--- config.mk ---
export PLATFORM = sky130hd
export DESIGN_NAME = binary_window_template_counter_top
export DESIGN_NICKNAME = d
export VERILOG_FILES = /design/src/hw/rtl/bwtc_pkg.sv /design/src/hw/rtl/bwtc_front.sv /design/src/hw/rtl/bwtc_queue.sv /design/src/hw/rtl/bwtc_back.sv /design/src/hw/rtl/binary_window_template_counter_top.sv
export SDC_FILE = /design/constraint.sdc
export NUM_CORES = 1
export LEC_CHECK = 0
export ABC_CLOCK_PERIOD_IN_PS = 7700
export BUFFER_PORTS_ARGS = -buffer_cell sky130_fd_sc_hd__buf_2
export CAP_MARGIN = 30
export CELL_PAD_IN_SITES_DETAIL_PLACEMENT = 1
export CELL_PAD_IN_SITES_GLOBAL_PLACEMENT = 1
export CORE_ASPECT_RATIO = 1.25
export CORE_MARGIN = 4
export CORE_UTILIZATION = 56
export DETAILED_ROUTE_END_ITERATION = 8
export MAX_ROUTING_LAYER = met4
export PLACE_DENSITY = 0.85
export SLEW_MARGIN = 0
export SYNTH_ARGS = -nofsm -noshare
export SYNTH_HDL_FRONTEND = slang
export SYNTH_HIERARCHICAL = 1
export SYNTH_SLANG_ARGS = --single-unit
--- constraint.sdc ---
create_clock -name i_clk -period 7.7 [get_ports i_clk]
set_input_delay 0.385 -clock i_clk [delete_from_list [all_inputs] [get_ports i_clk]]
set_output_delay 0.385 -clock i_clk [all_outputs]
set_load 0.02 [all_outputs]
--- src/hw/rtl/bwtc_pkg.sv ---
// bwtc_pkg: shared types and constants of the 3x3 binary window template counter.
// No dependencies; used by every module of the block.
package bwtc_pkg;

    // Configuration port
    localparam int CFG_IDX_W  = 2;
    localparam int CFG_DATA_W = 9;

    localparam logic [CFG_IDX_W-1:0] REG_TEMPLATE = 2'd0;
    localparam logic [CFG_IDX_W-1:0] REG_WIDTH    = 2'd1;
    localparam logic [CFG_IDX_W-1:0] REG_HEIGHT   = 2'd2;

    // Field widths
    localparam int TEMPLATE_W = 9;
    localparam int SIZE_W     = 7;
    localparam int ROW_W      = 6;
    localparam int COUNT_W    = 12;

    // Reset values and limits
    localparam logic [TEMPLATE_W-1:0] TEMPLATE_RESET = 9'd16;
    localparam logic [SIZE_W-1:0]     WIDTH_RESET    = 7'd9;
    localparam logic [SIZE_W-1:0]     HEIGHT_RESET   = 7'd9;
    localparam logic [SIZE_W-1:0]     SIZE_MIN       = 7'd3;
    localparam logic [SIZE_W-1:0]     HEIGHT_LIMIT   = 7'd64;
    localparam logic [COUNT_W-1:0]    COUNT_MAX      = 12'd4095;

    // Per-pixel flags set by the front part
    typedef struct packed {
        logic pixel;
        logic win_ok;
        logic frame_end;
    } t_flags;

endpackage

--- src/hw/rtl/bwtc_front.sv ---
// bwtc_front: configuration registers and raster position tracking; tags each pixel
// with window-complete and end-of-frame flags. Depends on bwtc_pkg.
module bwtc_front import bwtc_pkg::*; #(
    parameter int MAX_WIDTH = 64,
    parameter int COL_W     = 6
) (
    input  logic                  i_clk,
    input  logic                  i_rst_n,
    input  logic                  i_cfg_valid,
    input  logic [CFG_IDX_W-1:0]  i_cfg_index,
    input  logic [CFG_DATA_W-1:0] i_cfg_data,
    input  logic                  i_push,
    input  logic                  i_pixel,
    output t_flags                o_flags,
    output logic [COL_W-1:0]      o_col,
    output logic [TEMPLATE_W-1:0] o_template
);

    localparam int SW = (COL_W + 1 > SIZE_W) ? COL_W + 1 : SIZE_W;

    logic [TEMPLATE_W-1:0] r_template;
    logic [SIZE_W-1:0]     r_width;
    logic [SIZE_W-1:0]     r_height;
    logic [COL_W-1:0]      r_col;
    logic [ROW_W-1:0]      r_row;
    logic [SW-1:0]         width_ext;
    logic [SW-1:0]         width_use;
    logic [SIZE_W-1:0]     height_use;
    logic                  last_col;
    logic                  last_row;

    // Write configuration registers; indexes past the list are dropped
    always_ff @(posedge i_clk) begin
        if (!i_rst_n) begin
            r_template <= TEMPLATE_RESET;
            r_width    <= WIDTH_RESET;
            r_height   <= HEIGHT_RESET;
        end else if (i_cfg_valid) begin
            case (i_cfg_index)
                REG_TEMPLATE: r_template <= i_cfg_data[TEMPLATE_W-1:0];
                REG_WIDTH:    r_width    <= i_cfg_data[SIZE_W-1:0];
                REG_HEIGHT:   r_height   <= i_cfg_data[SIZE_W-1:0];
                default:      ;
            endcase
        end
    end

    // Saturate sizes to their usable range
    always_comb begin
        width_ext = SW'(r_width);
        if (width_ext < SW'(SIZE_MIN)) begin
            width_use = SW'(SIZE_MIN);
        end else if (width_ext > SW'(MAX_WIDTH)) begin
            width_use = SW'(MAX_WIDTH);
        end else begin
            width_use = width_ext;
        end
        if (r_height < SIZE_MIN) begin
            height_use = SIZE_MIN;
        end else if (r_height > HEIGHT_LIMIT) begin
            height_use = HEIGHT_LIMIT;
        end else begin
            height_use = r_height;
        end
    end

    // Classify the current position
    assign last_col = (SW'(r_col) + SW'(1)) >= width_use;
    assign last_row = (SIZE_W'(r_row) + SIZE_W'(1)) >= height_use;

    assign o_flags.pixel     = i_pixel;
    assign o_flags.win_ok    = (r_row >= ROW_W'(2)) && (r_col >= COL_W'(2));
    assign o_flags.frame_end = last_col && last_row;
    assign o_col             = r_col;
    assign o_template        = r_template;

    // Advance the raster position on each accepted beat
    always_ff @(posedge i_clk) begin
        if (!i_rst_n) begin
            r_col <= '0;
            r_row <= '0;
        end else if (i_push) begin
            if (last_col) begin
                r_col <= '0;
                r_row <= last_row ? '0 : r_row + ROW_W'(1);
            end else begin
                r_col <= r_col + COL_W'(1);
            end
        end
    end

endmodule

--- src/hw/rtl/bwtc_queue.sv ---
// bwtc_queue: short FIFO between the front and back parts.
// Depends on bwtc_pkg for the flag struct.
module bwtc_queue import bwtc_pkg::*; #(
    parameter int COL_W = 6
) (
    input  logic             i_clk,
    input  logic             i_rst_n,
    input  logic             i_push,
    input  t_flags           i_flags,
    input  logic [COL_W-1:0] i_col,
    input  logic             i_pop,
    output logic             o_full,
    output logic             o_empty,
    output t_flags           o_flags,
    output logic [COL_W-1:0] o_col
);

    localparam int DEPTH = 4;
    localparam int PTR_W = 2;

    t_flags           r_flags [DEPTH];
    logic [COL_W-1:0] r_cols  [DEPTH];
    logic [PTR_W-1:0] r_wr_ptr;
    logic [PTR_W-1:0] r_rd_ptr;
    logic [PTR_W:0]   r_count;

    assign o_full  = (r_count == (PTR_W+1)'(DEPTH));
    assign o_empty = (r_count == '0);
    assign o_flags = r_flags[r_rd_ptr];
    assign o_col   = r_cols[r_rd_ptr];

    // Store entries
    always_ff @(posedge i_clk) begin
        if (i_push) begin
            r_flags[r_wr_ptr] <= i_flags;
            r_cols[r_wr_ptr]  <= i_col;
        end
    end

    // Advance pointers and fill level
    always_ff @(posedge i_clk) begin
        if (!i_rst_n) begin
            r_wr_ptr <= '0;
            r_rd_ptr <= '0;
            r_count  <= '0;
        end else begin
            if (i_push) begin
                r_wr_ptr <= r_wr_ptr + PTR_W'(1);
            end
            if (i_pop) begin
                r_rd_ptr <= r_rd_ptr + PTR_W'(1);
            end
            if (i_push && !i_pop) begin
                r_count <= r_count + (PTR_W+1)'(1);
            end else if (!i_push && i_pop) begin
                r_count <= r_count - (PTR_W+1)'(1);
            end
        end
    end

endmodule

--- src/hw/rtl/bwtc_back.sv ---
// bwtc_back: line stores, 3x3 window, template compare and match counter,
// with a read stage and an output register. Depends on bwtc_pkg.
module bwtc_back import bwtc_pkg::*; #(
    parameter int MAX_WIDTH = 64,
    parameter int COL_W     = 6
) (
    input  logic                  i_clk,
    input  logic                  i_rst_n,
    input  logic                  i_q_empty,
    input  t_flags                i_q_flags,
    input  logic [COL_W-1:0]      i_q_col,
    input  logic [TEMPLATE_W-1:0] i_template,
    output logic                  o_pop,
    input  logic                  i_stall,
    output logic                  o_valid,
    output logic                  o_window_match,
    output logic [COUNT_W-1:0]    o_match_count,
    output logic                  o_frame_done
);

    // Line stores: row above and two rows above
    logic                  r_line_a [MAX_WIDTH];
    logic                  r_line_b [MAX_WIDTH];

    logic                  r_s1_valid;
    t_flags                r_s1_flags;
    logic [COL_W-1:0]      r_s1_col;
    logic                  r_up1;
    logic                  r_up2;

    logic [TEMPLATE_W-1:0] r_window;
    logic [COUNT_W-1:0]    r_count;

    logic                  r_out_valid;
    logic                  r_match;
    logic [COUNT_W-1:0]    r_out_count;
    logic                  r_frame_done;

    logic                  out_free;
    logic                  s1_move;
    logic [TEMPLATE_W-1:0] n_window;
    logic                  hit;
    logic [COUNT_W-1:0]    n_count;

    assign out_free = !r_out_valid || !i_stall;
    assign s1_move  = r_s1_valid && out_free;
    assign o_pop    = !i_q_empty && (!r_s1_valid || out_free);

    // Read both stores at the head column
    always_ff @(posedge i_clk) begin
        if (o_pop) begin
            r_up1      <= r_line_a[i_q_col];
            r_up2      <= r_line_b[i_q_col];
            r_s1_flags <= i_q_flags;
            r_s1_col   <= i_q_col;
        end
    end

    // Shift the column down the stores as the pixel leaves the read stage
    always_ff @(posedge i_clk) begin
        if (s1_move) begin
            r_line_a[r_s1_col] <= r_s1_flags.pixel;
            r_line_b[r_s1_col] <= r_up1;
        end
    end

    // Shift in the new column, compare and count
    always_comb begin
        n_window = {r_s1_flags.pixel, r_up1, r_up2, r_window[TEMPLATE_W-1:3]};
        hit      = r_s1_flags.win_ok && (n_window == i_template);
        n_count  = (hit && (r_count != COUNT_MAX)) ? r_count + COUNT_W'(1) : r_count;
    end

    // Hold stage valids, window and counter
    always_ff @(posedge i_clk) begin
        if (!i_rst_n) begin
            r_s1_valid  <= 1'b0;
            r_out_valid <= 1'b0;
            r_window    <= '0;
            r_count     <= '0;
        end else begin
            if (o_pop) begin
                r_s1_valid <= 1'b1;
            end else if (s1_move) begin
                r_s1_valid <= 1'b0;
            end
            if (s1_move) begin
                r_out_valid <= 1'b1;
                r_window    <= n_window;
                r_count     <= r_s1_flags.frame_end ? '0 : n_count;
            end else if (!i_stall) begin
                r_out_valid <= 1'b0;
            end
        end
    end

    // Load the output beat
    always_ff @(posedge i_clk) begin
        if (s1_move) begin
            r_match      <= hit;
            r_out_count  <= n_count;
            r_frame_done <= r_s1_flags.frame_end;
        end
    end

    assign o_valid        = r_out_valid;
    assign o_window_match = r_match;
    assign o_match_count  = r_out_count;
    assign o_frame_done   = r_frame_done;

endmodule

--- src/hw/rtl/binary_window_template_counter_top.sv ---
// binary_window_template_counter_top: top level of the 3x3 binary window template counter.
// Depends on bwtc_pkg, bwtc_front, bwtc_queue and bwtc_back.
//
// Usage:
//   Pixels enter in raster order on i_valid/i_pixel; a beat is taken when i_valid is high
//   and o_stall is low. Each pixel gives one result beat on o_valid with o_window_match,
//   o_match_count and o_frame_done, taken when o_valid is high and i_stall is low.
//   The configuration channel (i_cfg_valid, o_cfg_ready, i_cfg_index, i_cfg_data) writes
//   index 0 template, 1 image width, 2 image height; o_cfg_ready is always high. Write
//   it only while no pixel is in flight.
//   A result passes through the queue, the line store read stage and the output register
//   before it is presented. Throughput: one pixel per cycle while i_stall does not hold
//   the output, set by the line store read stage that each pixel passes through once.
//   When the receiver stalls, up to six beats are held (four-entry queue, read stage,
//   output register) before o_stall rises; no beat is lost or repeated.
//   Reset clears the raster position, window, match counter and all valids and loads
//   the default template (single centre one) and a 9 x 9 frame. Line stores are not
//   cleared: reads in rows 0 and 1 may see unwritten or stale entries, masked by win_ok.
module binary_window_template_counter_top import bwtc_pkg::*; #(
    parameter int MAX_WIDTH = 64
) (
    input  logic                  i_clk,
    input  logic                  i_rst_n,
    input  logic                  i_valid,
    output logic                  o_stall,
    input  logic                  i_pixel,
    output logic                  o_valid,
    input  logic                  i_stall,
    output logic                  o_window_match,
    output logic [COUNT_W-1:0]    o_match_count,
    output logic                  o_frame_done,
    input  logic                  i_cfg_valid,
    output logic                  o_cfg_ready,
    input  logic [CFG_IDX_W-1:0]  i_cfg_index,
    input  logic [CFG_DATA_W-1:0] i_cfg_data
);

    localparam int COL_W = $clog2(MAX_WIDTH);

    t_flags                front_flags;
    logic [COL_W-1:0]      front_col;
    logic [TEMPLATE_W-1:0] template_bits;
    t_flags                q_flags;
    logic [COL_W-1:0]      q_col;
    logic                  q_full;
    logic                  q_empty;
    logic                  q_pop;
    logic                  push;

    assign o_cfg_ready = 1'b1;
    assign o_stall     = q_full;
    assign push        = i_valid && !q_full;

    bwtc_front #(
        .MAX_WIDTH (MAX_WIDTH),
        .COL_W     (COL_W)
    ) u_front (
        .i_clk       (i_clk),
        .i_rst_n     (i_rst_n),
        .i_cfg_valid (i_cfg_valid),
        .i_cfg_index (i_cfg_index),
        .i_cfg_data  (i_cfg_data),
        .i_push      (push),
        .i_pixel     (i_pixel),
        .o_flags     (front_flags),
        .o_col       (front_col),
        .o_template  (template_bits)
    );

    bwtc_queue #(
        .COL_W (COL_W)
    ) u_queue (
        .i_clk   (i_clk),
        .i_rst_n (i_rst_n),
        .i_push  (push),
        .i_flags (front_flags),
        .i_col   (front_col),
        .i_pop   (q_pop),
        .o_full  (q_full),
        .o_empty (q_empty),
        .o_flags (q_flags),
        .o_col   (q_col)
    );

    bwtc_back #(
        .MAX_WIDTH (MAX_WIDTH),
        .COL_W     (COL_W)
    ) u_back (
        .i_clk          (i_clk),
        .i_rst_n        (i_rst_n),
        .i_q_empty      (q_empty),
        .i_q_flags      (q_flags),
        .i_q_col        (q_col),
        .i_template     (template_bits),
        .o_pop          (q_pop),
        .i_stall        (i_stall),
        .o_valid        (o_valid),
        .o_window_match (o_window_match),
        .o_match_count  (o_match_count),
        .o_frame_done   (o_frame_done)
    );

endmodule

==> impl_metrics.yaml <==
cts:
  cts-root-buf: "clkbuf_16"
  h-tree-depth: 1
  cts_num_sinks: 253
  post_cts_buffers: 0
  hold_buffers: 0
  numCtsBuffers: 24
  path_clk_slew_ns: 0.07
  ctsLongestPathBuffers: 3
  clock_latency_ns: 0.52
  cts_tree: "yes"
  ctsResizeCount: 0
timing:
  max_freq_mhz: 281.5
  timing.setup.tns_ns: 0
  rsz0062_at_grt: "false"
  slew_headroom_pct: 43.55
  hold_viol: 0
  setup_viol: 0
  post-route-min-period_ns: 3.553
  worstMarginPinSlew_ns: 0.8254
  post-route-period-util_pct: 46.14
  timing.final.ws_setup_ns: 4.148
  drv_slew: 0
  fin_worst_skew_ns: 0.01049
worst_setup_path:
  regToRegSetupSlack_ns: 4.15
  worst-path-stages: 7
  crit_buf_inv: 1
  path_cells: "mux4_2 > buf_12 > mux4_2 > nor2b_1 > a211oi_1 > a2111oi_0 > a21o_1"
  end_kind: "flip-flop"
  crit_fanout: 20
  crit_top_cell: "mux4_2"
  crit_end: "u_back/r_up1"
  rr_worst_depth: 7
  critPathMaxStageDelay_ns: 0.81
  crit_arrival_ns: 3.93
  r2r-end: "u_back/r_up1"
  critPathRequiredTime_ns: 8.08
  crit_type: "reg -> reg"
  critPathLaunchType: "flip-flop"
  slowest_stage: "mux4_2"
  cpLargestDelayFamily: "multiplexers"
outcome:
  status: "finished clean"
logic_synthesis:
  syn-instance-count: 798
  synth.area.mux_share_pct: 12.14
  ys_seq_elements: 253
  synth_common_cells: "edfxtp_1, nor2_1, dfxtp_1"
  synth_edf_count: 189
  seq_area_frac_synth_pct: 62.43
  ys_warn_count: 6
  yosysTopAreaCellShare_pct: 50.93
  synth_xor_xnor_area_share_pct: 2.987
  synth-simple-area-share_pct: 11.99
  synth.most_common_cell: "edfxtp_1"
  synth_compound_area_share_pct: 5.412
  synthTopCellsByArea: "edfxtp_1, dfxtp_1, mux4_2, nor2_1, mux2i_1"
  async_flop_share_pct: 0
  synth_ff_type: "edfxtp_1"
  syn-cell-area_um2: 11140
  synthAdderAreaFrac_pct: 2.874
  synth_top_family_by_area: "multiplexers"
  syn_nets: 840
  syn_area_per_cell_um2: 13.96
  synth_cell_types: 70
  synth.largest_area_cell: "edfxtp_1"
route:
  wire_per_inst_um: 23.48
  num_vias: 6771
  routed_wl_um: 26000
  dr.pass1.iters: 5
  viasPerCell: 6.117
  drt_iter0_markers: 567
  drc: 0
  postRouteAntennaNets: 0
die:
  dieHeight_um: 165.7
  die_x_um: 134.2
  ioPinCount: 34
  core_area_um2: 19470
  initial_core_util_pct: 57.23
  num_rows: 57
  dieArea_um2: 22230
placement:
  dpl_worst_slack_ns: 4.412
  gp_congestion: 0.8562
  dp_hpwl_um: 17100
  dp_cells: 1063
  port_buffers: 32
global_routing:
  gr-total-overflow: 0
  first_global_vias: 7374
  grt_pass1_wl_um: 41770
  grt_usage_pct: 24.42
  antenna_found_initial: 0
  grt_max_degree: 67
power_and_ir_drop:
  p_leak_nw: 4.254
  clkPwrFrac_pct: 29.9
  p_seq_share_pct: 43.8
  p_comb_share_pct: 26.3
  sw_frac_of_total_pct: 31.01
  powerDensity_nw_per_um2: 339.4
  internal_power_mw: 2.894
  max-vdd-ir-drop_mv: 0.1918
  power.switching_mw: 1.301
finish:
  drive_gt1_share_pct: 18.05
  n_antenna_cell: 0
  nets: 866
  postLayoutCoreUtil_pct: 63.48
  fillCellCount: 1853
  area_growth_pct: 10.91
  layout.cells.non_filler: 1107
flow_run:
  max-cap-violations: 0
min_path:
  hp-class: "in -> reg"
worst min-delay path by stage:
stage | cells past startpoint | startpoint | to
after floorplan | 0 | u_back/r_s1_flags[0] | u_back/o_frame_done
after global placement | 2 | u_back/r_window[5] | u_back/r_window[5]
after detailed placement | 2 | u_front/r_width[0] | u_front/r_width[0]
after CTS | 1 | i_pixel | u_queue/r_flags[2][2]
after global routing | 1 | i_pixel | u_queue/r_flags[2][2]
final | 1 | i_pixel | u_queue/r_flags[3][2]
worst register-to-register path: stages (launching register included):
cell and delay, ns:
dfxtp_1 0.71, mux4_2 0.81, buf_12 0.27, mux4_2 0.36, nor2b_1 0.20, a211oi_1 0.11, a2111oi_0 0.79, a21o_1 0.17
power by group through the flow:
stage / clock (mW) / combinational (mW) / sequential, mW
after floorplan: 0 / 0.739 / 1.87
after global placement: 0 / 1.00 / 1.85
after global routing: 1.33 / 1.19 / 1.85
after CTS: 1.27 / 1.11 / 1.84
after detailed placement: 0 / 1.09 / 1.86
final: 1.25 / 1.11 / 1.84
cells in the final DEF, fill, tap and decap left out, drive strengths merged, types with 7 or more instances in the layout:
cell / netlist / final
a21oi: 20 / 20
a31oi: 7 / 7
and2: 11 / 11
and3: 8 / 8
buf: 15 / 38
clkbuf: 23 / 35
dfxtp: 64 / 64
edfxtp: 189 / 189
ha: 24 / 24
inv: 16 / 16
mux2: 7 / 7
mux2i: 35 / 35
mux4: 41 / 41
nand2: 54 / 54
nand3: 26 / 26
nand3b: 11 / 11
nor2: 110 / 110
nor2b: 9 / 9
o21ai: 18 / 18
o41ai: 7 / 7
xnor2: 22 / 22
xor2: 10 / 10
sequential cells by signal, indices dropped and copies added, names as in the netlist, 2 cells and up, named ones only:
signal	flops
u_queue/r_rd_ptr	2
u_back/r_window	6
u_back/r_count	12
u_back/r_s1_col	6
u_front/o_template	9
u_queue/r_count	3
u_front/r_row	6
u_front/r_height	7
u_back/r_line_a	64
u_back/o_match_count	12
u_back/r_s1_flags	2
u_front/o_col	6
u_front/r_width	7
u_queue/r_wr_ptr	2
u_back/r_line_b	64
u_queue/r_cols	24
u_queue/r_flags	12
layer usage:
metal  wire length, µm  global-route usage, %
met1             10330                  30.12
met2             14210                  43.24
met3               891                  2.427
met4               565                  6.377
met5                 0                      -
area by class of cell:
class                   count  area (µm²)  share of cell area (%)
inverters                  16       60.06                  0.4859
well taps                 265       331.6                   2.683
clock inverters             9       145.1                   1.174
flip-flops and latches    253        6957                   56.29
repair buffers             38       217.7                   1.761
clock buffers              35       693.2                   5.608
multi-input cells         491        3955                   32.00
kinds of logic after synthesis:
kind of cell	count (synthesis)
buffers and inverters	54
other	1
flip-flops	253
XOR/XNOR	32
adder cells (fa/ha/maj)	25
AO/OA/AOI/OAI	82
AND/OR/NAND/NOR	268
multiplexers	83
per-stage QoR:
stage / hold slack, ns / total power, mW / area, µm²
2_1_floorplan: 0.4386 / 2.612 / 11140
3_3_place_gp: 0.4610 / 2.849 / 11500
3_5_place_dp: 0.4722 / 2.956 / 11520
4_1_cts: 0.06385 / 4.222 / 12360
5_1_grt: 0.08264 / 4.376 / 12360
6_report: 0.08080 / 4.195 / 12360
No activity file was read; power rests on OpenSTA's default activity.
